$ cat src/rtl/core/crsb_pkg.sv
// Shared types, constants and functions of the cyclic ring successor builder.
package crsb_pkg;

  localparam int unsigned CRSB_MAX_SLOTS = 4096;

  localparam int unsigned COUNT_W    = 13;
  localparam int unsigned SEED_W     = 64;
  localparam int unsigned SLOT_IDX_W = 12;
  localparam int unsigned SUCC_W     = 12;

  localparam logic CMD_BUILD = 1'b0;
  localparam logic CMD_READ  = 1'b1;

  localparam logic STATUS_OK     = 1'b0;
  localparam logic STATUS_REJECT = 1'b1;

  localparam int unsigned RNG_SHL_A = 13;
  localparam int unsigned RNG_SHR_B = 7;
  localparam int unsigned RNG_SHL_C = 17;

  localparam int unsigned MOD_BITS_PER_CYC = 4;
  localparam int unsigned MOD_CYCLES       = SEED_W / MOD_BITS_PER_CYC;
  localparam int unsigned MOD_CNT_W        = $clog2(MOD_CYCLES);

  typedef enum logic [3:0] {
    ST_IDLE,
    ST_FILL,
    ST_RNG,
    ST_MOD,
    ST_SWAP_A,
    ST_SWAP_B,
    ST_LINK0,
    ST_LINK,
    ST_LINK_LAST,
    ST_RESP
  } ctrl_state_t;

  typedef struct packed {
    logic              valid;
    logic [SUCC_W-1:0] successor;
    logic              status;
  } resp_t;

  function automatic logic [SEED_W-1:0] rng_step(input logic [SEED_W-1:0] s);
    logic [SEED_W-1:0] a;
    logic [SEED_W-1:0] b;
    a = s ^ (s << RNG_SHL_A);
    b = a ^ (a >> RNG_SHR_B);
    return b ^ (b << RNG_SHL_C);
  endfunction

endpackage

$ cat src/rtl/core/crsb_mod.sv
// Iterative 64-bit modulo unit, MOD_BITS_PER_CYC dividend bits per busy cycle.
module crsb_mod import crsb_pkg::*; #(
  parameter int unsigned DIV_W = 12
) (
  input  logic              clk,
  input  logic              rst_n,
  input  logic              start,
  input  logic [SEED_W-1:0] dividend,
  input  logic [DIV_W-1:0]  divisor,
  output logic              done,
  output logic [DIV_W-1:0]  rem
);

  logic                 busy_r, busy_nxt;
  logic                 done_r, done_nxt;
  logic [MOD_CNT_W-1:0] cnt_r, cnt_nxt;
  logic [SEED_W-1:0]    dvd_r, dvd_nxt;
  logic [DIV_W-1:0]     rem_r, rem_nxt;
  logic [DIV_W-1:0]     dsr_r, dsr_nxt;
  logic [DIV_W-1:0]     rem_step;

  // restoring steps, one dividend bit each
  always_comb begin
    logic [DIV_W:0]   t;
    logic [DIV_W-1:0] r;
    r = rem_r;
    for (int j = 0; j < MOD_BITS_PER_CYC; j++) begin
      t = {r, dvd_r[SEED_W-1-j]};
      if (t >= {1'b0, dsr_r}) begin
        t = t - {1'b0, dsr_r};
      end
      r = t[DIV_W-1:0];
    end
    rem_step = r;
  end

  always_comb begin
    busy_nxt = busy_r;
    done_nxt = 1'b0;
    cnt_nxt  = cnt_r;
    dvd_nxt  = dvd_r;
    rem_nxt  = rem_r;
    dsr_nxt  = dsr_r;
    if (start) begin
      busy_nxt = 1'b1;
      cnt_nxt  = '0;
      dvd_nxt  = dividend;
      rem_nxt  = '0;
      dsr_nxt  = divisor;
    end else if (busy_r) begin
      rem_nxt = rem_step;
      dvd_nxt = dvd_r << MOD_BITS_PER_CYC;
      cnt_nxt = cnt_r + MOD_CNT_W'(1);
      if (cnt_r == MOD_CNT_W'(MOD_CYCLES - 1)) begin
        busy_nxt = 1'b0;
        done_nxt = 1'b1;
      end
    end
  end

  always_ff @(posedge clk) begin
    if (!rst_n) begin
      busy_r <= 1'b0;
      done_r <= 1'b0;
    end else begin
      busy_r <= busy_nxt;
      done_r <= done_nxt;
    end
    cnt_r <= cnt_nxt;
    dvd_r <= dvd_nxt;
    rem_r <= rem_nxt;
    dsr_r <= dsr_nxt;
  end

  assign done = done_r;
  assign rem  = rem_r;

endmodule

$ cat config.mk
export PLATFORM = sky130hd
export DESIGN_NAME = crsb_mod
export DESIGN_NICKNAME = d
export VERILOG_FILES = /design/src/rtl/core/crsb_pkg.sv /design/src/rtl/core/crsb_mod.sv
export SDC_FILE = /design/constraint.sdc
export NUM_CORES = 1
export LEC_CHECK = 0
export ABC_CLOCK_PERIOD_IN_PS = 9300
export BUFFER_PORTS_ARGS = -buffer_cell sky130_fd_sc_hd__buf_2
export CORE_ASPECT_RATIO = 1.5
export CORE_MARGIN = 2
export CORE_UTILIZATION = 35
export DETAILED_ROUTE_END_ITERATION = 8
export GPL_ROUTABILITY_DRIVEN = 0
export SETUP_SLACK_MARGIN = 0.05
export SYNTH_ARGS = -nofsm -noshare
export SYNTH_HDL_FRONTEND = slang
export SYNTH_SLANG_ARGS = --single-unit
$ cat constraint.sdc
create_clock -name clk -period 9.3 [get_ports clk]
set_input_delay 1.86 -clock clk [delete_from_list [all_inputs] [get_ports clk]]
set_output_delay 1.86 -clock clk [all_outputs]
set_load 0.1 [all_outputs]
==> results of run 1 <==
==> what timing repair did <==
item                                    CTS  global route
endpoints found under the setup margin    0            12
gates resized for setup                   0            10
buffers inserted                          0             1
==> stage by stage <==
stage | setup TNS, ns | hold slack [ns] | setup slack, ns | instance area (sq um)
2_1_floorplan | 0 | 0.4496 | 0.1675 | 6506
6_report | 0 | 0.4917 | 0.6326 | 7599
4_1_cts | 0 | 0.4969 | 0.1662 | 7566
3_3_place_gp | 0 | 0.4729 | 0.3269 | 7287
3_5_place_dp | 0 | 0.4841 | 0.2119 | 7287
5_1_grt | -0.006025 | 0.5150 | -0.005584 | 7599
==> path summary, 6_finish.rpt <==
check            start      to  cells past startpoint
max          dsr_r[11]  rem[1]                     36
max reg2reg  dsr_r[11]  rem[1]                     36
min           cnt_r[3]    done                      2
min reg2reg   cnt_r[3]    done                      2
==> cells by family after synthesis <==
| logic type | Yosys count |
|---|---|
| AOI/OAI and AO/OA | 136 |
| xor gates and xnor gates | 34 |
| adders and majority gates | 53 |
| buffers and inverters | 51 |
| DFF | 94 |
| muxes | 86 |
| and+or+nand+nor | 141 |
==> worst reg2reg max path: cells and delay by family (launching register included) <==
family                   cells  cell delay [ns]
AO/OA/AOI/OAI               20             3.98
AND/OR/NAND/NOR              7             1.60
adder cells (fa/ha/maj)      4             1.31
multiplexers                 3             0.91
flip-flops                   1             0.37
buffers and inverters        2             0.36
==> layout make-up <==
type,instances,area share (%)
inverter,32,1.581
clock inverter,6,0.6587
clock buffer,10,3.013
timing repair buffer,104,7.311
multi-input combinational,450,48.51
tap,252,4.150
sequential,94,34.78
==> state kept, by name, summed over array words and instances (netlist names) <==
register  flops
dvd_r        64
dsr_r        12
done          1
busy_r        1
rem          12
cnt_r         4
==> cells in the mapped netlist, types with 3 or more instances <==
library cell / instances
nand2_1: 32
a221o_1: 3
dfxtp_1: 18
mux2_2: 81
fa_1: 4
xor2_1: 11
a21oi_1: 32
inv_1: 31
nor3_1: 9
nand4b_1: 3
nor2b_1: 7
ha_1: 49
a31oi_1: 3
clkbuf_1: 10
xnor2_1: 23
mux2i_1: 4
a21o_1: 9
and2_1: 6
o21ai_0: 21
nand4_1: 8
nand3_1: 12
o21bai_1: 4
o211a_1: 3
buf_1: 5
a221oi_1: 3
a211oi_1: 15
o21a_1: 6
o2111ai_1: 3
or2_2: 5
nor2_1: 45
nand2b_1: 5
edfxtp_1: 76
==> metal layers <==
metal / up-vias / part of all wire (%)
met5: - / 0
met4: 0 / 3.8
met3: 35 / 6.1
met2: 153 / 52
met1: 2405 / 38
li1: 2435 / -
==> reports/metrics.csv, run 1 <==
metric,value,unit
outcome,"finished, final reports clean",
Worst Path Arrival,8.85,ns
M1 GR Usage,18.82,%
Mean Syn Cell Area,10.93,sq um
Post-Synth XOR/XNOR Area,4.577,%
Yosys top cell area share,35.08,%
NumNets Final,823,
std cell rows,61,
largest net degree at the start of global routing,65,
CP max FO,16,
kind of critical path,reg -> reg,
grt met3 use,4.003,%
vias in the first global route,5336,
Final Util,41.31,%
H-Tree Depth,3,
Netlist cell types,67,
Max-Cap Viols,0,
Post-Synth Simple-Gate Area,10.58,%
Fmax,115.4,MHz
clk sinks,94,
share of cells above drive strength 1,32.61,%
routed len/inst,17.45,microns
crit path launch type,flop,
worst min path class,reg -> reg,
WP buf/inv,2,
Initial DRT Pass Iterations,4,
kind of cell adding the most delay to the critical path,compound AO/OA/AOI/OAI gates,
"Clk Latency, worst-skew pair",0.34,ns
minimum clock period after layout,8.667,ns
Die Ht,171.0,microns
clock skew,0.009880,ns
area of the core,18390,sq um
Synth Area in Compound Gates,15.56,%
routed wire length,16540,microns
mux share of post-synthesis cell area,14.87,%
Final ANT Viol Nets,0,
io pins,92,
R2R setup slack,0.63,ns
worst slew pin tran,0.9498,ns
Fin. Hold Viols,0,
Max Slew Vio Count,0,
largest cells by area after synthesis,"edfxtp_1 (35%), mux2_2 (14%), ha_1 (9.4%), dfxtp_1 (5.5%), xnor2_1 (3.1%)",
Synth warnings,0,
"commonest cells after routing, fill and taps aside","buf_2 (90), mux2_2 (81), edfxtp_1 (76)",
total track usage,17.25,%
synthesis-to-layout area growth,16.79,%
grt ovf,0,
FILL cells,1773,
slew margin rel.,36.68,%
Final Cycle Share,93.20,%
Synth Flop Type,edfxtp_1,
CP dominant cell by count,ha_1,
critical path capture point type,flop,
initial DRC count,296,
CP required,9.48,ns
initial core utilization,35.37,%
deepest clock path buffer count,2,
met2 Use GR,31.27,%
Post-CTS Hold Buffers,0,
diodes inserted,0,
CP peak stage delay,0.42,ns
CTS tree,done,
placed cells,931,
Via density,5.304,
root buffer cell,clkbuf_16,
top cell type by total area after synthesis,edfxtp_1,
PortBufs,91,
non-filler instance count after layout,948,
"Cell Area, Synth",6506,sq um
setup violators final,0,
global-route wire length before repair,26520,microns
initial antenna violation count,0,
Multi-input gate area,3686,sq um
"EDFF count, synth",76,
Mapped Cells,595,
Vias,5028,
DPL Wire Length,13010,microns
ys async rst share,0,%
largest family of logic cells by synthesized area,compound AO/OA/AOI/OAI gates,
"most common cell after layout, fill and taps aside",buf_2,
Seq cells post-synth,94,
die width,115.3,microns
"Seq/Total Area, Yosys",40.62,%
busiest layer in global routing,met2,
"Net Count, Synth",727,
DRC Markers,0,
die area,19720,sq um
TritonCTS buffer count,9,
sequential cell area,2643,sq um
Synth Area in Adders,10.65,%
Clock transition at path regs,0.07,ns
Critical-path top delay cell,or3_4,
Power of run 1 is left out: the tool's default activity adds up to more than one toggle a clock period on the data nets, which glitch-free logic cannot reach.
==> run 2: changes to the inputs <==
- RECOVER_POWER: not set -> 25
==> reports/metrics.csv, run 2 (synthesis gave the netlist of run 1 again) <==
metric,value,unit,change
outcome,finished with violations,,
violated checks,"max-capacitance violations, max-slew violations",,
root buffer cell,clkbuf_16,,
setup violators final,0,,unchanged
Final ANT Viol Nets,0,,unchanged
pre-CTS WS,0.2119,ns,unchanged
die area,19720,sq um,unchanged
DPL Wire Length,13010,microns,unchanged
Final Cycle Share,92.92,%,-0.28 points
Via density,5.302,,about the same
total track usage,17.25,%,unchanged
worst min path class,reg -> reg,,
NumNets Final,823,,unchanged
routed wire length,16530,microns,about the same
Final WS setup,0.6585,ns,+0.02585 ns
area of the core,18390,sq um,unchanged
CP required,9.48,ns,about the same
"commonest cells after routing, fill and taps aside","buf_2 (89), mux2_2 (80), edfxtp_1 (76)",,
crit path launch type,flop,,
WP buf/inv,2,,unchanged
initial DRC count,296,,unchanged
vias in the first global route,5336,,unchanged
CP peak stage delay,0.42,ns,about the same
Post-CTS Hold Buffers,0,,unchanged
Vias,5026,,-0.040%
Die Ht,171.0,microns,unchanged
DRC Markers,0,,unchanged
Fmax,115.7,MHz,+0.30%
share of cells above drive strength 1,32.18,%,-0.43 points
Worst Path Arrival,8.83,ns,-0.02 ns
sequential cell area,2643,sq um,unchanged
M1 GR Usage,18.82,%,unchanged
busiest layer in global routing,met2,,
kind of cell adding the most delay to the critical path,compound AO/OA/AOI/OAI gates,,
Multi-input gate area,3686,sq um,unchanged
initial core utilization,35.37,%,unchanged
Fin. Hold Viols,0,,unchanged
slew margin rel.,-36.53,%,-73 points
CP dominant cell by count,ha_1,,
FILL cells,1773,,unchanged
TritonCTS buffer count,9,,unchanged
kind of critical path,reg -> reg,,
clock skew,0.009880,ns,unchanged
routed len/inst,17.44,microns,about the same
std cell rows,61,,unchanged
"Clk Latency, worst-skew pair",0.34,ns,about the same
synthesis-to-layout area growth,16.71,%,about the same
CTS tree,done,,
CP max FO,16,,unchanged
PortBufs,91,,unchanged
critical path capture point type,flop,,
Clock transition at path regs,0.07,ns,about the same
Max Slew Vio Count,37,,+37
Reg with most FFs,dvd_r,,
diodes inserted,0,,unchanged
worst slew pin tran,2.048,ns,+1.098 ns
Final Util,41.28,%,about the same
die width,115.3,microns,unchanged
Critical-path top delay cell,or3_4,,
grt ovf,0,,unchanged
initial antenna violation count,0,,unchanged
max FFs per register,64,,unchanged
largest net degree at the start of global routing,65,,unchanged
Max-Cap Viols,1,,+1
global-route wire length before repair,26520,microns,unchanged
deepest clock path buffer count,2,,unchanged
io pins,92,,unchanged
Initial DRT Pass Iterations,5,,+1
clk sinks,94,,unchanged
minimum clock period after layout,8.642,ns,-0.02585 ns
met2 Use GR,31.27,%,unchanged
grt met3 use,4.003,%,unchanged
"most common cell after layout, fill and taps aside",buf_2,,
H-Tree Depth,3,,unchanged
## run 2: metrics by stage
stage          hold slack [ns]  instances   TNS, ns  cell area [sq um]
2_1_floorplan           0.4496        595         0               6506
3_3_place_gp            0.4729        931         0               7287
6_report                0.4917        948         0               7594
4_1_cts                 0.4969        947         0               7566
3_5_place_dp            0.4841        931         0               7287
5_1_grt                 0.5150        948  -0.01016               7594
## run 2: layout make-up
| cell class | count | share of cell area (%) |
|---|---|---|
| clock buffer | 10 | 3.015 |
| clock inverter | 6 | 0.6591 |
| inverter | 32 | 1.582 |
| multi-input combinational | 450 | 48.54 |
| sequential | 94 | 34.80 |
| tap | 252 | 4.152 |
| timing repair buffer | 104 | 7.250 |
## run 2: final timing paths
path,depth (start not counted),endpoint,slack (ns),startpoint
worst min-delay path,2,done,0.49,cnt_r[3]
worst max register to register,36,rem[1],0.66,dsr_r[11]
worst max-delay path,36,rem[1],0.66,dsr_r[11]
worst min register to register,2,done,0.49,cnt_r[3]
## run 2: what timing repair did
item,in CTS,in global routing
setup buffers,0,1
setup endpoints to repair,0,12
resized for setup,0,10
## run 2: routing by layer
layer	wire [microns]	share of wire [%]	vias to the layer above
met3	1042	6.3	35
met4	627	3.8	0
met1	6212	38	2397
met2	8647	52	160
li1	-	-	2434
met5	0	0	-
## run 2: worst min-delay path, stage by stage, from the launching register on
cell,delay [ns]
dfxtp_1,0.34
nand4_1,0.07
nor2_1,0.04
Power of run 2 is left out for the same reason.
==> run 3: changes to the inputs <==
- CORE_UTILIZATION: 35 -> 55
- PLACE_DENSITY: not set -> 0.77
==> reports/metrics.csv, run 3 (synthesis gave the netlist of run 1 again) <==
metric,value,unit,change
NumNets Final,820,,-0.36%
Final Cycle Share,94.87,%,+1.9 points
CP required,9.52,ns,+0.04 ns
clock skew,0.007320,ns,-0.002560 ns
RSZ-0062 raised after global routing,false,,
clk sinks,94,,unchanged
CP max FO,16,,unchanged
minimum clock period after layout,8.823,ns,+0.1813 ns
CP peak stage delay,0.43,ns,about the same
die area,12730,sq um,-35%
Initial DRT Pass Iterations,8,,+3
PortBufs,91,,unchanged
max FFs per register,64,,unchanged
"most common cell after layout, fill and taps aside",buf_2,,
Final ANT Viol Nets,0,,unchanged
Fmax,113.3,MHz,-2.1%
initial DRC count,300,,+1.4%
Critical-path top delay cell,or3_4,,
H-Tree Depth,3,,unchanged
slew margin rel.,-68.80,%,-32 points
deepest clock path buffer count,2,,unchanged
die width,92.81,microns,-20%
total track usage,24.93,%,+7.7 points
Max Slew Vio Count,91,,+150%
DPL Wire Length,12110,microns,-6.9%
root buffer cell,clkbuf_16,,
Fin. Hold Viols,0,,unchanged
diodes inserted,0,,unchanged
Vias,5103,,+1.5%
Max-Cap Viols,2,,+1
violated checks,"max-capacitance violations, max-slew violations",,
FILL cells,908,,-49%
largest net degree at the start of global routing,65,,unchanged
critical path capture point type,flop,,
DRC Markers,0,,unchanged
routed len/inst,18.37,microns,+5.4%
io pins,92,,unchanged
CTS tree,done,,
area of the core,11530,sq um,-37%
kind of cell adding the most delay to the critical path,compound AO/OA/AOI/OAI gates,,
outcome,finished with violations,,
crit path launch type,flop,,
routed wire length,15490,microns,-6.3%
worst slew pin tran,2.532,ns,+0.4841 ns
worst min path class,reg -> reg,,
setup violators final,0,,unchanged
Die Ht,137.2,microns,-20%
final setup TNS,0,ns,unchanged
share of cells above drive strength 1,31.60,%,-0.58 points
initial antenna violation count,0,,unchanged
WP buf/inv,3,,+1
CP dominant cell by count,ha_1,,
synthesis-to-layout area growth,15.15,%,
grt ovf,0,,unchanged
vias in the first global route,5266,,-1.3%
Reg with most FFs,dvd_r,,
Clock transition at path regs,0.07,ns,about the same
TritonCTS buffer count,9,,unchanged
Via density,6.053,,+14%
kind of critical path,reg -> reg,,
initial core utilization,56.42,%,+21 points
R2R setup slack,0.48,ns,-0.18 ns
std cell rows,48,,-21%
Worst Path Arrival,9.05,ns,+0.22 ns
global-route wire length before repair,24580,microns,-7.3%
"commonest cells after routing, fill and taps aside","buf_2 (88), mux2_2 (81), edfxtp_1 (76)",,
"Clk Latency, worst-skew pair",0.34,ns,about the same
-- run 3: area by class of cell --
class / instances / area (sq um) / area share, %
tap: 150 / 187.7 / 2.505
timing repair buffer: 101 / 523.0 / 6.981
inverter: 32 / 120.1 / 1.603
multi-input combinational: 450 / 3697 / 49.35
sequential: 94 / 2643 / 35.27
clock buffer: 13 / 292.8 / 3.908
clock inverter: 3 / 28.78 / 0.3841
-- run 3: worst paths after layout --
kind | startpoint | to | depth (start not counted)
hold reg to reg | cnt_r[3] | done | 2
setup / recovery | dsr_r[11] | rem[3] | 37
setup reg to reg | dsr_r[11] | rem[3] | 37
hold / removal | cnt_r[3] | done | 2
-- run 3: through the flow --
step / std cells / setup WS, ns / hold slack (ns) / util [%] / instance area (sq um)
4_1_cts: 841 / 0.06173 / 0.4845 / 64.65 / 7455
5_1_grt: 843 / 0.03220 / 0.5103 / 64.97 / 7492
2_1_floorplan: 595 / 0.1675 / 0.4496 / - / 6506
3_5_place_dp: 825 / 0.04252 / 0.4672 / 61.83 / 7129
6_report: 843 / 0.4771 / 0.4877 / 64.97 / 7492
3_3_place_gp: 825 / 0.3959 / 0.4661 / 61.83 / 7129
-- run 3: metal layers --
layer | global-route usage [%] | wire length, microns | up-vias
met5 | 0 | 0 | -
met4 | 14.46 | 761 | 0
met3 | 4.978 | 846 | 55
met2 | 45.25 | 8059 | 191
met1 | 26.65 | 5820 | 2426
li1 | - | - | 2431
-- run 3: worst min-delay path: stages (launching register included) --
cell,delay (ns)
dfxtp_1,0.34
nand4_1,0.08
nor2_1,0.04
-- run 3: timing repair --
item                                    4_1_cts  5_1_grt
resized for setup                             2       10
buffers inserted                              0        2
endpoints found under the setup margin        5       12
hold buffers                                  0        0
Power of run 3 is left out for the same reason.
