--- src/rtl/core/crsb_pkg.sv ---
// Shared types, constants and functions of the cyclic ring successor builder.
package crsb_pkg;

  localparam int unsigned CRSB_MAX_SLOTS = 4096;

  localparam int unsigned COUNT_W    = 13;
  localparam int unsigned SEED_W     = 64;
  localparam int unsigned SLOT_IDX_W = 12;
  localparam int unsigned SUCC_W     = 12;

  localparam logic CMD_BUILD = 1'b0;
  localparam logic CMD_READ  = 1'b1;

  localparam logic STATUS_OK     = 1'b0;
  localparam logic STATUS_REJECT = 1'b1;

  localparam int unsigned RNG_SHL_A = 13;
  localparam int unsigned RNG_SHR_B = 7;
  localparam int unsigned RNG_SHL_C = 17;

  localparam int unsigned MOD_BITS_PER_CYC = 4;
  localparam int unsigned MOD_CYCLES       = SEED_W / MOD_BITS_PER_CYC;
  localparam int unsigned MOD_CNT_W        = $clog2(MOD_CYCLES);

  typedef enum logic [3:0] {
    ST_IDLE,
    ST_FILL,
    ST_RNG,
    ST_MOD,
    ST_SWAP_A,
    ST_SWAP_B,
    ST_LINK0,
    ST_LINK,
    ST_LINK_LAST,
    ST_RESP
  } ctrl_state_t;

  typedef struct packed {
    logic              valid;
    logic [SUCC_W-1:0] successor;
    logic              status;
  } resp_t;

  function automatic logic [SEED_W-1:0] rng_step(input logic [SEED_W-1:0] s);
    logic [SEED_W-1:0] a;
    logic [SEED_W-1:0] b;
    a = s ^ (s << RNG_SHL_A);
    b = a ^ (a >> RNG_SHR_B);
    return b ^ (b << RNG_SHL_C);
  endfunction

endpackage

--- src/rtl/core/crsb_if.sv ---
// Request and response channel interfaces of the ring successor builder.
interface crsb_in_if import crsb_pkg::*; ();
  logic                  valid;
  logic                  ready;
  logic                  cmd;
  logic [COUNT_W-1:0]    element_count;
  logic [SEED_W-1:0]     seed;
  logic [SLOT_IDX_W-1:0] slot_index;

  modport source (output valid, cmd, element_count, seed, slot_index, input ready);
  modport sink   (input valid, cmd, element_count, seed, slot_index, output ready);
endinterface


--- src/rtl/core/crsb_ctrl.sv ---
// Sequencer: build fill, shuffle, successor linking and lookups over the two stores.
module crsb_ctrl import crsb_pkg::*; #(
  parameter int unsigned MAX_SLOTS = CRSB_MAX_SLOTS,
  localparam int unsigned SLOT_W = $clog2(MAX_SLOTS),
  localparam int unsigned CNT_W  = $clog2(MAX_SLOTS + 1)
) (
  input  logic              clk,
  input  logic              rst_n,
  crsb_in_if.sink           in_ch,
  input  logic              out_free,
  output resp_t             resp,
  output logic              perm_we,
  output logic [SLOT_W-1:0] perm_waddr,
  output logic [SLOT_W-1:0] perm_wdata,
  output logic              perm_re,
  output logic [SLOT_W-1:0] perm_raddr,
  input  logic [SLOT_W-1:0] perm_rdata,
  output logic              succ_we,
  output logic [SLOT_W-1:0] succ_waddr,
  output logic [SLOT_W-1:0] succ_wdata,
  output logic              succ_re,
  output logic [SLOT_W-1:0] succ_raddr,
  input  logic [SLOT_W-1:0] succ_rdata,
  output logic              mod_start,
  output logic [SEED_W-1:0] mod_dividend,
  output logic [SLOT_W-1:0] mod_divisor,
  input  logic              mod_done,
  input  logic [SLOT_W-1:0] mod_rem
);

  localparam int unsigned EXT_W = (CNT_W > COUNT_W) ? CNT_W : COUNT_W;
  localparam logic [CNT_W-1:0] CNT_ONE = CNT_W'(1);
  localparam logic [CNT_W-1:0] CNT_TWO = CNT_W'(2);

  ctrl_state_t       state_r, state_nxt;
  logic              built_r, built_nxt;
  logic [CNT_W-1:0]  ring_size_r, ring_size_nxt;
  logic [SEED_W-1:0] rng_r, rng_nxt;
  logic [SLOT_W-1:0] idx_r, idx_nxt;
  logic [CNT_W-1:0]  cnt_r, cnt_nxt;
  logic [SLOT_W-1:0] part_r, part_nxt;
  logic [SLOT_W-1:0] val_i_r, val_i_nxt;
  logic [SLOT_W-1:0] first_r, first_nxt;
  logic [SLOT_W-1:0] prev_r, prev_nxt;
  logic              is_read_r, is_read_nxt;
  logic              rej_r, rej_nxt;

  logic              accept;
  logic              is_read_in;
  logic [EXT_W-1:0]  count_ext;
  logic [EXT_W-1:0]  sat_ext;
  logic [CNT_W-1:0]  sat_count;
  logic              small_ring;

  assign accept     = in_ch.valid && in_ch.ready;
  assign is_read_in = (in_ch.cmd == CMD_READ);
  assign count_ext  = EXT_W'(in_ch.element_count);
  assign sat_ext    = (count_ext > EXT_W'(MAX_SLOTS)) ? EXT_W'(MAX_SLOTS) : count_ext;
  assign sat_count  = CNT_W'(sat_ext);
  assign small_ring = (sat_count < CNT_TWO);

  always_comb begin
    state_nxt = state_r;
    case (state_r)
      ST_IDLE: begin
        if (accept) begin
          if (is_read_in || small_ring) begin
            state_nxt = ST_RESP;
          end else begin
            state_nxt = ST_FILL;
          end
        end
      end
      ST_FILL: begin
        if (cnt_r == ring_size_r - CNT_ONE) begin
          state_nxt = ST_RNG;
        end
      end
      ST_RNG:    state_nxt = ST_MOD;
      ST_MOD: begin
        if (mod_done) begin
          state_nxt = ST_SWAP_A;
        end
      end
      ST_SWAP_A: state_nxt = ST_SWAP_B;
      ST_SWAP_B: begin
        if (idx_r == SLOT_W'(1)) begin
          state_nxt = ST_LINK0;
        end else begin
          state_nxt = ST_RNG;
        end
      end
      ST_LINK0:  state_nxt = ST_LINK;
      ST_LINK: begin
        if (cnt_r == ring_size_r) begin
          state_nxt = ST_LINK_LAST;
        end
      end
      ST_LINK_LAST: state_nxt = ST_RESP;
      ST_RESP: begin
        if (out_free) begin
          state_nxt = ST_IDLE;
        end
      end
      default: state_nxt = ST_IDLE;
    endcase
  end

  // store accesses never touch one entry in overlapping cycles, so no forwarding
  always_comb begin
    in_ch.ready  = 1'b0;
    resp         = '0;
    perm_we      = 1'b0;
    perm_waddr   = '0;
    perm_wdata   = '0;
    perm_re      = 1'b0;
    perm_raddr   = '0;
    succ_we      = 1'b0;
    succ_waddr   = '0;
    succ_wdata   = '0;
    succ_re      = 1'b0;
    succ_raddr   = SLOT_W'(in_ch.slot_index);
    mod_start    = 1'b0;
    mod_dividend = rng_step(rng_r);
    mod_divisor  = idx_r;
    case (state_r)
      ST_IDLE: begin
        in_ch.ready = 1'b1;
        if (accept && is_read_in) begin
          succ_re = 1'b1;
        end
        if (accept && !is_read_in && small_ring) begin
          succ_we = 1'b1;
        end
      end
      ST_FILL: begin
        perm_we    = 1'b1;
        perm_waddr = cnt_r[SLOT_W-1:0];
        perm_wdata = cnt_r[SLOT_W-1:0];
      end
      ST_RNG: begin
        perm_re    = 1'b1;
        perm_raddr = idx_r;
        mod_start  = 1'b1;
      end
      ST_MOD: begin
        if (mod_done) begin
          perm_re    = 1'b1;
          perm_raddr = mod_rem;
        end
      end
      ST_SWAP_A: begin
        perm_we    = 1'b1;
        perm_waddr = idx_r;
        perm_wdata = perm_rdata;
      end
      ST_SWAP_B: begin
        perm_we    = 1'b1;
        perm_waddr = part_r;
        perm_wdata = val_i_r;
      end
      ST_LINK0: begin
        perm_re = 1'b1;
      end
      ST_LINK: begin
        if (cnt_r != CNT_ONE) begin
          succ_we    = 1'b1;
          succ_waddr = prev_r;
          succ_wdata = perm_rdata;
        end
        if (cnt_r != ring_size_r) begin
          perm_re    = 1'b1;
          perm_raddr = cnt_r[SLOT_W-1:0];
        end
      end
      ST_LINK_LAST: begin
        succ_we    = 1'b1;
        succ_waddr = prev_r;
        succ_wdata = first_r;
      end
      ST_RESP: begin
        resp.valid     = 1'b1;
        resp.status    = rej_r ? STATUS_REJECT : STATUS_OK;
        resp.successor = (is_read_r && !rej_r) ? SUCC_W'(succ_rdata) : '0;
      end
      default: begin
      end
    endcase
  end

  always_comb begin
    built_nxt     = built_r;
    ring_size_nxt = ring_size_r;
    rng_nxt       = rng_r;
    idx_nxt       = idx_r;
    cnt_nxt       = cnt_r;
    part_nxt      = part_r;
    val_i_nxt     = val_i_r;
    first_nxt     = first_r;
    prev_nxt      = prev_r;
    is_read_nxt   = is_read_r;
    rej_nxt       = rej_r;
    case (state_r)
      ST_IDLE: begin
        if (accept) begin
          is_read_nxt = is_read_in;
          if (is_read_in) begin
            rej_nxt = !built_r ||
                      (EXT_W'(in_ch.slot_index) >= EXT_W'(ring_size_r));
          end else begin
            rej_nxt       = 1'b0;
            built_nxt     = 1'b1;
            ring_size_nxt = sat_count;
            rng_nxt       = (in_ch.seed == '0) ? SEED_W'(1) : in_ch.seed;
            cnt_nxt       = '0;
            idx_nxt       = SLOT_W'(sat_count - CNT_ONE);
          end
        end
      end
      ST_FILL:   cnt_nxt = cnt_r + CNT_ONE;
      ST_RNG:    rng_nxt = rng_step(rng_r);
      ST_MOD: begin
        if (mod_done) begin
          val_i_nxt = perm_rdata;
          part_nxt  = mod_rem;
        end
      end
      ST_SWAP_B: idx_nxt = idx_r - SLOT_W'(1);
      ST_LINK0:  cnt_nxt = CNT_ONE;
      ST_LINK: begin
        if (cnt_r == CNT_ONE) begin
          first_nxt = perm_rdata;
        end
        prev_nxt = perm_rdata;
        if (cnt_r != ring_size_r) begin
          cnt_nxt = cnt_r + CNT_ONE;
        end
      end
      default: begin
      end
    endcase
  end

  always_ff @(posedge clk) begin
    if (!rst_n) begin
      state_r     <= ST_IDLE;
      built_r     <= 1'b0;
      ring_size_r <= '0;
      rng_r       <= '0;
    end else begin
      state_r     <= state_nxt;
      built_r     <= built_nxt;
      ring_size_r <= ring_size_nxt;
      rng_r       <= rng_nxt;
    end
    idx_r     <= idx_nxt;
    cnt_r     <= cnt_nxt;
    part_r    <= part_nxt;
    val_i_r   <= val_i_nxt;
    first_r   <= first_nxt;
    prev_r    <= prev_nxt;
    is_read_r <= is_read_nxt;
    rej_r     <= rej_nxt;
  end

endmodule

--- src/flat_wrapper.sv ---
// flat-port wrapper written by rule: the top's interface ports become plain ports
module crsb_ctrl_flat import crsb_pkg::*;
#(
  parameter int unsigned MAX_SLOTS = CRSB_MAX_SLOTS,
  localparam int unsigned SLOT_W = $clog2(MAX_SLOTS),
  localparam int unsigned CNT_W  = $clog2(MAX_SLOTS + 1)
)
  (clk, rst_n, out_free, resp, perm_we, perm_waddr, perm_wdata, perm_re, perm_raddr, perm_rdata, succ_we, succ_waddr, succ_wdata, succ_re, succ_raddr, succ_rdata, mod_start, mod_dividend, mod_divisor, mod_done, mod_rem, in_ch_valid, in_ch_cmd, in_ch_element_count, in_ch_seed, in_ch_slot_index, in_ch_ready);
  crsb_in_if in_ch_i ();
  input  logic clk;
  input  logic rst_n;
  input  logic out_free;
  output resp_t resp;
  output logic perm_we;
  output logic [SLOT_W-1:0] perm_waddr;
  output logic [SLOT_W-1:0] perm_wdata;
  output logic perm_re;
  output logic [SLOT_W-1:0] perm_raddr;
  input  logic [SLOT_W-1:0] perm_rdata;
  output logic succ_we;
  output logic [SLOT_W-1:0] succ_waddr;
  output logic [SLOT_W-1:0] succ_wdata;
  output logic succ_re;
  output logic [SLOT_W-1:0] succ_raddr;
  input  logic [SLOT_W-1:0] succ_rdata;
  output logic mod_start;
  output logic [SEED_W-1:0] mod_dividend;
  output logic [SLOT_W-1:0] mod_divisor;
  input  logic mod_done;
  input  logic [SLOT_W-1:0] mod_rem;
  input wire logic [$bits(in_ch_i.valid)-1:0] in_ch_valid;
  input wire logic [$bits(in_ch_i.cmd)-1:0] in_ch_cmd;
  input wire logic [$bits(in_ch_i.element_count)-1:0] in_ch_element_count;
  input wire logic [$bits(in_ch_i.seed)-1:0] in_ch_seed;
  input wire logic [$bits(in_ch_i.slot_index)-1:0] in_ch_slot_index;
  output wire logic [$bits(in_ch_i.ready)-1:0] in_ch_ready;
  assign in_ch_i.valid = in_ch_valid;
  assign in_ch_i.cmd = in_ch_cmd;
  assign in_ch_i.element_count = in_ch_element_count;
  assign in_ch_i.seed = in_ch_seed;
  assign in_ch_i.slot_index = in_ch_slot_index;
  assign in_ch_ready = in_ch_i.ready;
  crsb_ctrl #(.MAX_SLOTS(MAX_SLOTS)) u_core (.clk(clk), .rst_n(rst_n), .in_ch(in_ch_i), .out_free(out_free), .resp(resp), .perm_we(perm_we), .perm_waddr(perm_waddr), .perm_wdata(perm_wdata), .perm_re(perm_re), .perm_raddr(perm_raddr), .perm_rdata(perm_rdata), .succ_we(succ_we), .succ_waddr(succ_waddr), .succ_wdata(succ_wdata), .succ_re(succ_re), .succ_raddr(succ_raddr), .succ_rdata(succ_rdata), .mod_start(mod_start), .mod_dividend(mod_dividend), .mod_divisor(mod_divisor), .mod_done(mod_done), .mod_rem(mod_rem));
endmodule
--- config.mk ---
export PLATFORM = sky130hd
export DESIGN_NAME = crsb_ctrl_flat
export DESIGN_NICKNAME = d
export VERILOG_FILES = /design/src/rtl/core/crsb_pkg.sv /design/src/rtl/core/crsb_if.sv /design/src/rtl/core/crsb_ctrl.sv /design/src/flat_wrapper.sv
export SDC_FILE = /design/constraint.sdc
export NUM_CORES = 1
export LEC_CHECK = 0
export BUFFER_PORTS_ARGS = -buffer_cell sky130_fd_sc_hd__clkbuf_2
export CORE_MARGIN = 2
export CORE_UTILIZATION = 53
export DETAILED_ROUTE_END_ITERATION = 7
export PLACE_DENSITY = 0.81
export RECOVER_POWER = 100
export SLEW_MARGIN = 20
export SYNTH_ARGS = -nofsm -noshare
export SYNTH_HDL_FRONTEND = slang
export SYNTH_SLANG_ARGS = --single-unit
--- constraint.sdc ---
create_clock -name clk -period 3 [get_ports clk]
set_input_delay 0.45 -clock clk [delete_from_list [all_inputs] [get_ports clk]]
set_output_delay 0.45 -clock clk [all_outputs]
set_load 0.02 [all_outputs]
==> results.yml, run 1 <==
synth:
  synth_cell_type_count: 69
  yosysTopAreaCell: "edfxtp_1"
  synth_ff_type: "dfxtp_1"
  synth_cells: 1232
  synth_nets: 1381
  synthTopCellsByArea: "edfxtp_1 (21%), dfxtp_1 (16%), xnor2_1 (13%), nor2_1 (5.8%), xor2_1 (4.8%)"
  synth_edf_count: 75
  ys_seq_area_frac: 0.371
  synth.top_cells.by_count: "nor2_1 (161), xnor2_1 (155), nand2_1 (95)"
  synthesis.area_um2: 10500
  yosysMostFrequentCell: "nor2_1"
  yosysWarnings: 0
  synth.avg_cell_area_um2: 8.53
  ys_seq_elements: 157
  synthArstFlopShare: 0
  synth_top_area_frac: 0.214
global_route:
  grt_max_degree: 86
  grt_overflow: 0
  grt.total_usage: 0.324
  grt_pass1_vias: 9575
  grt_pass1_wl_um: 51600
  antenna_found_initial: 1
floorplan:
  design.die.area_um2: 21000
  die_height_um: 145
  fp.coreArea_um2: 19500
  pin_count: 299
  die_x_um: 145
  rows: 51
  start_util: 0.540
cts:
  clkSinkCount: 157
  cts_root_buf: "clkbuf_16"
  hold_buffers: 0
  clockBufferDepth: 2
  numCtsBuffers: 17
  htreeDepth: 4
  cts_tree: "yes"
  path_clk_slew_ns: 0.07
  clock_latency_ns: 0.44
timing:
  period_needed_ns: 2.93
  relSlewSlack: -0.0131
  timing.fmax_mhz: 341
  setup_violations: 0
  period_share: 0.978
  whs_ns: 0.232
  rsz0062_at_grt: "yes"
  maxSlewViolCount: 77
  worst_pin_slew_ns: 1.52
  skew_ns: 0.0117
  finalHoldViolCount: 0
critical_path:
  critPathKind: "reg2out"
  crit_arrival_ns: 2.48
  cp_max_fo: 12
  required_ns: 2.55
  start_kind: "flop"
  crit_family: "compound AO/OA/AOI/OAI gates"
  critPathBufInv: 3
  worstRegToRegCells: 8
  path_depth: 8
  critPathCaptureType: "output port"
  max_stage_delay_ns: 0.47
  cpMaxStageDelayCell: "edfxtp_1"
  crit_chain: "xnor2_2 > a21bo_1 > nor4_4 > a21oi_4 > buf_4 > a222oi_1 > inv_1 > clkbuf_2"
routing:
  drc: 0
  avgRoutedWirePerCell_um: 19.5
  ant_nets: 0
  routed_wl_um: 34600
  drt_pass1_iterations: 7
  via_count: 10400
  viasPerCell: 5.86
  drt_iter0_markers: 1050
cells_and_area:
  final_area_um2: 12800
  area_growth_pct: 21.9
  nFillCells: 1650
  drive_above_1_share: 0.192
  fin_nets: 1650
  final_cells: 1780
place:
  place_inst: 1735
  gp_congestion: 0.960
  place_area_um2: 12200
  portBuffers: 298
  dpl.hpwl_um: 26000
run_status:
  outcome: "complete, but fails checks"
  violations: "capacitance limit, slew limit"
job:
  drv_cap: 1
min_path:
  hold_class: "in2reg"
  hold_depth: 1
area by class of cell:
| class | count | area [um2] | area share |
|---|---|---|---|
| Clock inverter | 15 | 185 | 0.0145 |
| Clock buffer | 17 | 425 | 0.0332 |
| Antenna cell | 1 | 2.50 | 0.000195 |
| Timing Repair Buffer | 344 | 1710 | 0.133 |
| Tap cell | 265 | 332 | 0.0259 |
| Sequential cell | 157 | 3890 | 0.304 |
| Inverter | 74 | 278 | 0.0217 |
| Multi-Input combinational cell | 907 | 5980 | 0.467 |
worst paths after layout:
path | start | to | slack (ns)
setup / recovery | u_core.cnt_r[12] | perm_raddr[4] | 0.07
hold / removal | mod_rem[8] | u_core.part_r[8] | 0.23
hold reg to reg | u_core.rng_r[62] | u_core.rng_r[62] | 0.47
setup reg to reg | u_core.state_r[0] | u_core.rng_r[2] | 0.23
through the flow:
step / setup WS (ns) / TNS (ns) / util
6_report: 0.0658 / 0 / 0.658
5_1_grt: -0.0299 / -0.0622 / 0.658
3_5_place_dp: 0.164 / 0 / 0.628
3_3_place_gp: 0.112 / 0 / 0.628
2_1_floorplan: 0.432 / 0 / -
4_1_cts: 0.0825 / 0 / 0.660
routing by layer:
metal  share of wire  global-route usage  wire length (um)
met5               0                   0                 0
met4           0.038               0.132              1320
met3           0.079              0.0556              2740
met2            0.50               0.572             17500
met1            0.38               0.390             13100
cells in the final DEF (no fill, tap or decap), types with 9 or more instances in the layout:
cell,instances
a211oi_1,10
a21oi_1,82
a222oi_1,37
a22o_1,12
a311oi_1,9
and2_1,14
buf_4,34
clkbuf_1,110
clkbuf_16,17
clkbuf_2,197
dfxtp_1,81
edfxtp_1,75
ha_1,18
inv_1,71
nand2_1,94
nand3_1,24
nand4_1,13
nor2_1,160
nor2b_1,22
nor3_1,18
nor3b_1,9
nor4_1,24
o21ai_0,15
or3_1,44
xnor2_1,153
xor2_1,58
cells by family after synthesis:
kind of cell,Yosys count,share of synthesized area
and+or+nand+nor,460,0.216
DFF,157,0.371
adders and majority gates,18,0.0214
xor gates and xnor gates,214,0.180
AOI/OAI and AO/OA,209,0.139
buffers and inverters,168,0.0666
muxes,6,0.00607
worst register-to-register path, cell delays in order, from the launching register on:
cell and delay (ns):
dfxtp_1 0.47, buf_4 0.24, nand3b_1 0.19, clkbuf_2 1.12, nor3b_1 0.19, a21oi_1 0.19, nor2_1 0.06, a21oi_1 0.12
nor2_1 0.05
sequential cells by signal, summed over array words and instances (netlist names):
signal,count
u_core.prev_r,12
u_core.built_r,1
u_core.ring_size_r,13
u_core.mod_divisor,12
u_core.val_i_r,12
u_core.rng_r,64
u_core.rej_r,1
u_core.is_read_r,1
u_core.cnt_r,13
u_core.first_r,12
u_core.state_r,4
u_core.part_r,12
timing repair:
action	in CTS	in global routing
endpoints found under the hold margin	0	0
resized for setup	4	9
buffers inserted	1	11
setup endpoints to repair	8	26
pin swaps	0	2
Power of run 1 is left out: the tool's default activity adds up to more than one toggle a clock period on the data nets, which glitch-free logic cannot reach.
==> run 2: changes to the inputs <==
CORE_UTILIZATION = 35   (was 53)
PLACE_DENSITY = default   (was 0.81)
SLEW_MARGIN = 30   (was 20)
==> run 2 against run 1 <==
The run ends with DRC, slew limit left; global-route usage fell by 9.1 points; register-to-register slack improved by 0.03 ns; die area rose by 50%; via count fell by 2.6%; sequential cell count did not move; final cell count rose by 7.0%; first-iteration DRC count fell by 19%; clock skew rose by 0.00091 ns; critical path type unchanged.
==> results.yml, run 2 (synthesized netlist as in run 1, its figures left out) <==
run_status:
  outcome: "complete, but fails checks"
  violations: "DRC, slew limit"
routing:
  drt_iter0_markers: 846
  routed_wl_um: 37500
  drt_pass1_iterations: 8
  drc: 2
  viasPerCell: 5.34
  ant_nets: 0
  avgRoutedWirePerCell_um: 19.7
  via_count: 10200
floorplan:
  start_util: 0.355
  design.die.area_um2: 31400
  pin_count: 299
  rows: 63
  die_height_um: 177
  fp.coreArea_um2: 29600
  die_x_um: 177
critical_path:
  critPathKind: "reg2out"
  required_ns: 2.55
  crit_chain: "xnor2_2 > a21bo_1 > nor4_4 > a21oi_4 > buf_12 > buf_4 > a222oi_1 > inv_1 > clkbuf_2"
  rrSetupSlack_ns: 0.26
  max_stage_delay_ns: 0.45
  start_kind: "flop"
  critPathBufInv: 4
  r2r-start: "u_core.state_r[0]"
  cpMaxStageDelayCell: "edfxtp_1"
  cp_max_fo: 7
  crit_path_end: "perm_raddr[11]"
  worstRegToRegCells: 7
  crit_start: "u_core.cnt_r[12]"
  path_depth: 9
  crit_arrival_ns: 2.48
  r2r_end: "u_core.rng_r[0]"
  crit_family: "compound AO/OA/AOI/OAI gates"
  critPathCaptureType: "output port"
cts:
  htreeDepth: 4
  cts_root_buf: "clkbuf_16"
  clock_latency_ns: 0.43
  cts_tree: "yes"
  path_clk_slew_ns: 0.07
  numCtsBuffers: 17
  clkSinkCount: 157
  clockBufferDepth: 2
cells_and_area:
  antenna_cells: 0
  final_cells: 1905
  nFillCells: 3072
  top_register: "u_core.rng_r"
  final_common_cell: "clkbuf_2"
  fin_nets: 1651
  drive_above_1_share: 0.176
  layout_common_cells: "clkbuf_2 (175), nor2_1 (160), xnor2_1 (153), clkbuf_1 (132), nand2_1 (95)"
  largest_reg_flops: 64
  area_growth_pct: 23.0
  final_area_um2: 12900
  top_regs: "u_core.rng_r x64, u_core.cnt_r x13, u_core.ring_size_r x13"
timing:
  worst_pin_slew_ns: 1.51
  period_share: 0.978
  setup_violations: 0
  skew_ns: 0.0127
  relSlewSlack: -0.00494
  maxSlewViolCount: 70
  finalHoldViolCount: 0
  timing.fmax_mhz: 341
  tns_ns: 0
  rsz0062_at_grt: "yes"
  period_needed_ns: 2.93
place:
  dpl.hpwl_um: 28800
  place_inst: 1868
  gp_congestion: 0.879
  place_area_um2: 12500
  portBuffers: 298
global_route:
  grt_pass1_wl_um: 55700
  grt_overflow: 0
  grt.total_usage: 0.232
  antenna_found_initial: 0
  grt_pass1_vias: 9580
  grt_max_degree: 86
min_path:
  hold_class: "in2reg"
  hold_depth: 1
job:
  drv_cap: 0
-- run 2: cell count changes in the layout (fill, tap and decap cells not counted), moves of 3 or more --
cell       delta
bufinv_16     -3
inv_6         +4
and2_1        -8
clkbuf_2     -22
and2_0        +8
clkbuf_1     +22
-- run 2: worst register-to-register path, stage by stage, from the launching register on --
cell,delay (ns)
dfxtp_1,0.46
buf_4,0.20
nand3b_1,0.15
buf_2,1.10
a21boi_2,0.10
buf_4,0.30
a32oi_1,0.24
nor2_1,0.05
-- run 2: metrics by stage --
stage	utilization	hold WS [ns]	setup WS [ns]
final	0.436	0.248	0.0657
after global routing	0.436	0.232	-0.0476
after CTS	0.440	0.210	-0.0229
after detailed placement	0.420	0.457	0.245
after global placement	0.420	0.453	0.145
after floorplan	-	0.434	0.432
-- run 2: cell type report --
cell class	instances	area [um2]	area share
Clock buffer	18	429	0.0332
Clock inverter	14	143	0.0110
Inverter	74	278	0.0215
Multi-Input combinational cell	907	5980	0.463
Sequential cell	157	3890	0.301
Tap cell	390	488	0.0378
Timing Repair Buffer	345	1710	0.132
-- run 2: what timing repair did --
action / 4_1_cts / 5_1_grt
buffers inserted: 0 / 5
setup endpoints to repair: 14 / 34
gates cloned: 0 / 0
pin swaps: 0 / 2
gates resized for setup: 2 / 6
hold buffers: 0 / 0
-- run 2: worst min-delay path by stage --
stage	startpoint	slack, ns	endpoint
global route	mod_rem[11]	0.23	u_core.part_r[11]
detailed placement	u_core.built_r	0.46	u_core.built_r
finish	mod_rem[2]	0.25	u_core.part_r[2]
floorplan	u_core.built_r	0.43	u_core.built_r
CTS	mod_rem[2]	0.21	u_core.part_r[2]
global placement	u_core.rng_r[58]	0.45	u_core.rng_r[58]
-- run 2: layer usage --
layer	global-route usage	vias up	routed length, um
li1	-	4841	-
met5	0	-	0
met2	0.394	536	17900
met1	0.298	4726	15300
met4	0.0827	0	1290
met3	0.0389	66	3040
Power of run 2 is left out for the same reason.
==> run 3: changes to the inputs <==
CTS_BUF_LIST = sky130_fd_sc_hd__clkbuf_4   (was default)
==> run 3 against run 2 <==
Largest cell class unchanged; sequential share of layout area increased by 0.23 points; fmax fell by 2.5%; final cell count is 0.84% higher; design area is 0.69% lower; critical path depth fell by 1; non-clock buffer count grew 15; register-to-register slack lost 0.07 ns; the run ends with setup timing left.
==> results.yml, run 3 (synthesized netlist as in run 1, its figures left out) <==
global_route:
  grt.total_usage: 0.234
  grt_overflow: 0
  grt_pass1_vias: 9625
  grt_max_degree: 86
  grt_pass1_wl_um: 55900
  antenna_found_initial: 1
critical_path:
  critPathCaptureType: "output port"
  crit_arrival_ns: 2.56
  start_kind: "flop"
  cp_max_fo: 10
  critPathKind: "reg2out"
  required_ns: 2.55
  worstRegToRegCells: 8
routing:
  routed_wl_um: 37400
  avgRoutedWirePerCell_um: 19.5
  viasPerCell: 5.31
  via_count: 10200
  ant_nets: 0
  drt_pass1_iterations: 6
  drt_iter0_markers: 874
  drc: 0
floorplan:
  rows: 63
  die_x_um: 177
  start_util: 0.355
  die_height_um: 177
  design.die.area_um2: 31400
  pin_count: 299
  fp.coreArea_um2: 29600
place:
  gp_congestion: 0.879
  dpl.hpwl_um: 28800
  portBuffers: 298
  place_inst: 1868
cells_and_area:
  top_register: "u_core.rng_r"
  nFillCells: 3088
  final_cells: 1921
  largest_reg_flops: 64
  top_regs: "u_core.rng_r x64, u_core.cnt_r x13, u_core.ring_size_r x13"
  drive_above_1_share: 0.195
  layout_common_cells: "clkbuf_2 (171), nor2_1 (159), xnor2_1 (151), clkbuf_1 (123), nand2_1 (95)"
  multi_input_area_um2: 6020
  layout.area.seq_um2: 3900
  fin_nets: 1666
  final_common_cell: "clkbuf_2"
  area_growth_pct: 22.2
timing:
  worst_pin_slew_ns: 1.18
  finalHoldViolCount: 0
  timing.fmax_mhz: 332
  skew_ns: 0.0371
  period_needed_ns: 3.01
  relSlewSlack: 0.210
  setup_violations: 2
  maxSlewViolCount: 0
  rsz0062_at_grt: "yes"
  period_share: 1.00
  fin_ws_ns: -0.00946
min_path:
  hold_class: "in2reg"
  hold_depth: 1
cts:
  cts_root_buf: "clkbuf_4"
  path_clk_slew_ns: 0.15
  clkSinkCount: 157
  clock_latency_ns: 0.57
  cts_tree: "yes"
  numCtsBuffers: 17
  clockBufferDepth: 2
  htreeDepth: 4
run_status:
  outcome: "complete, but fails checks"
  violations: "setup timing"
job:
  drv_cap: 0
run 3: cell count changes in the layout (fill, tap and decap cells not counted), sizes merged:
cell,delta
clkbuf,-11
buf,+25
dlygate4sd3,+1
diode,+1
run 3: worst max-delay path, cell delays in order, from the launching register on:
cell and delay [ns]:
edfxtp_1 0.47, xnor2_1 0.24, nand3_2 0.14, nor4_4 0.30, a21oi_4 0.14, buf_12 0.17
a222oi_1 0.31, inv_1 0.10, buf_6 0.14
run 3: metrics by stage:
step / setup TNS, ns / utilization / cell area [um2] / hold WS [ns] / setup WS (ns)
2_1_floorplan: 0 / - / 10500 / 0.434 / 0.432
5_1_grt: -2.56 / 0.433 / 12800 / 0.0358 / -0.157
3_3_place_gp: 0 / 0.420 / 12500 / 0.453 / 0.145
3_5_place_dp: 0 / 0.420 / 12500 / 0.457 / 0.245
4_1_cts: -0.00121 / 0.435 / 12900 / 0.0216 / -0.00121
6_report: -0.0114 / 0.433 / 12800 / 0.0957 / -0.00946
run 3: path summary, 6_finish.rpt:
check	start	slack [ns]	end
setup / recovery	u_core.cnt_r[3]	-0.009	perm_raddr[1]
hold / removal	mod_rem[2]	0.1	u_core.part_r[2]
setup reg to reg	u_core.state_r[0]	0.19	u_core.rng_r[3]
hold reg to reg	u_core.rng_r[63]	0.48	u_core.rng_r[63]
run 3: timing repair:
action                     CTS  global route
buffers inserted            10             9
pin swaps                    5             8
hold endpoints to repair     0             1
hold buffers                 0             1
setup endpoints to repair   45            70
gates resized for setup     17            30
run 3: layout make-up:
class / instances / area share
tap: 390 / 0.0380
multi-input combinational: 907 / 0.469
timing repair buffer: 360 / 0.146
inverter: 74 / 0.0218
sequential: 157 / 0.304
antenna: 1 / 0.000195
clock inverter: 14 / 0.0111
clock buffer: 18 / 0.0105
run 3: routing by layer:
metal  global-route usage  wire [um]  up-vias
met5                    0          0        -
met2                0.391      17900      494
li1                     -          -     4862
met4               0.0915       1270        0
met3               0.0395       2760       58
met1                0.301      15600     4783
Power of run 3 is left out for the same reason.
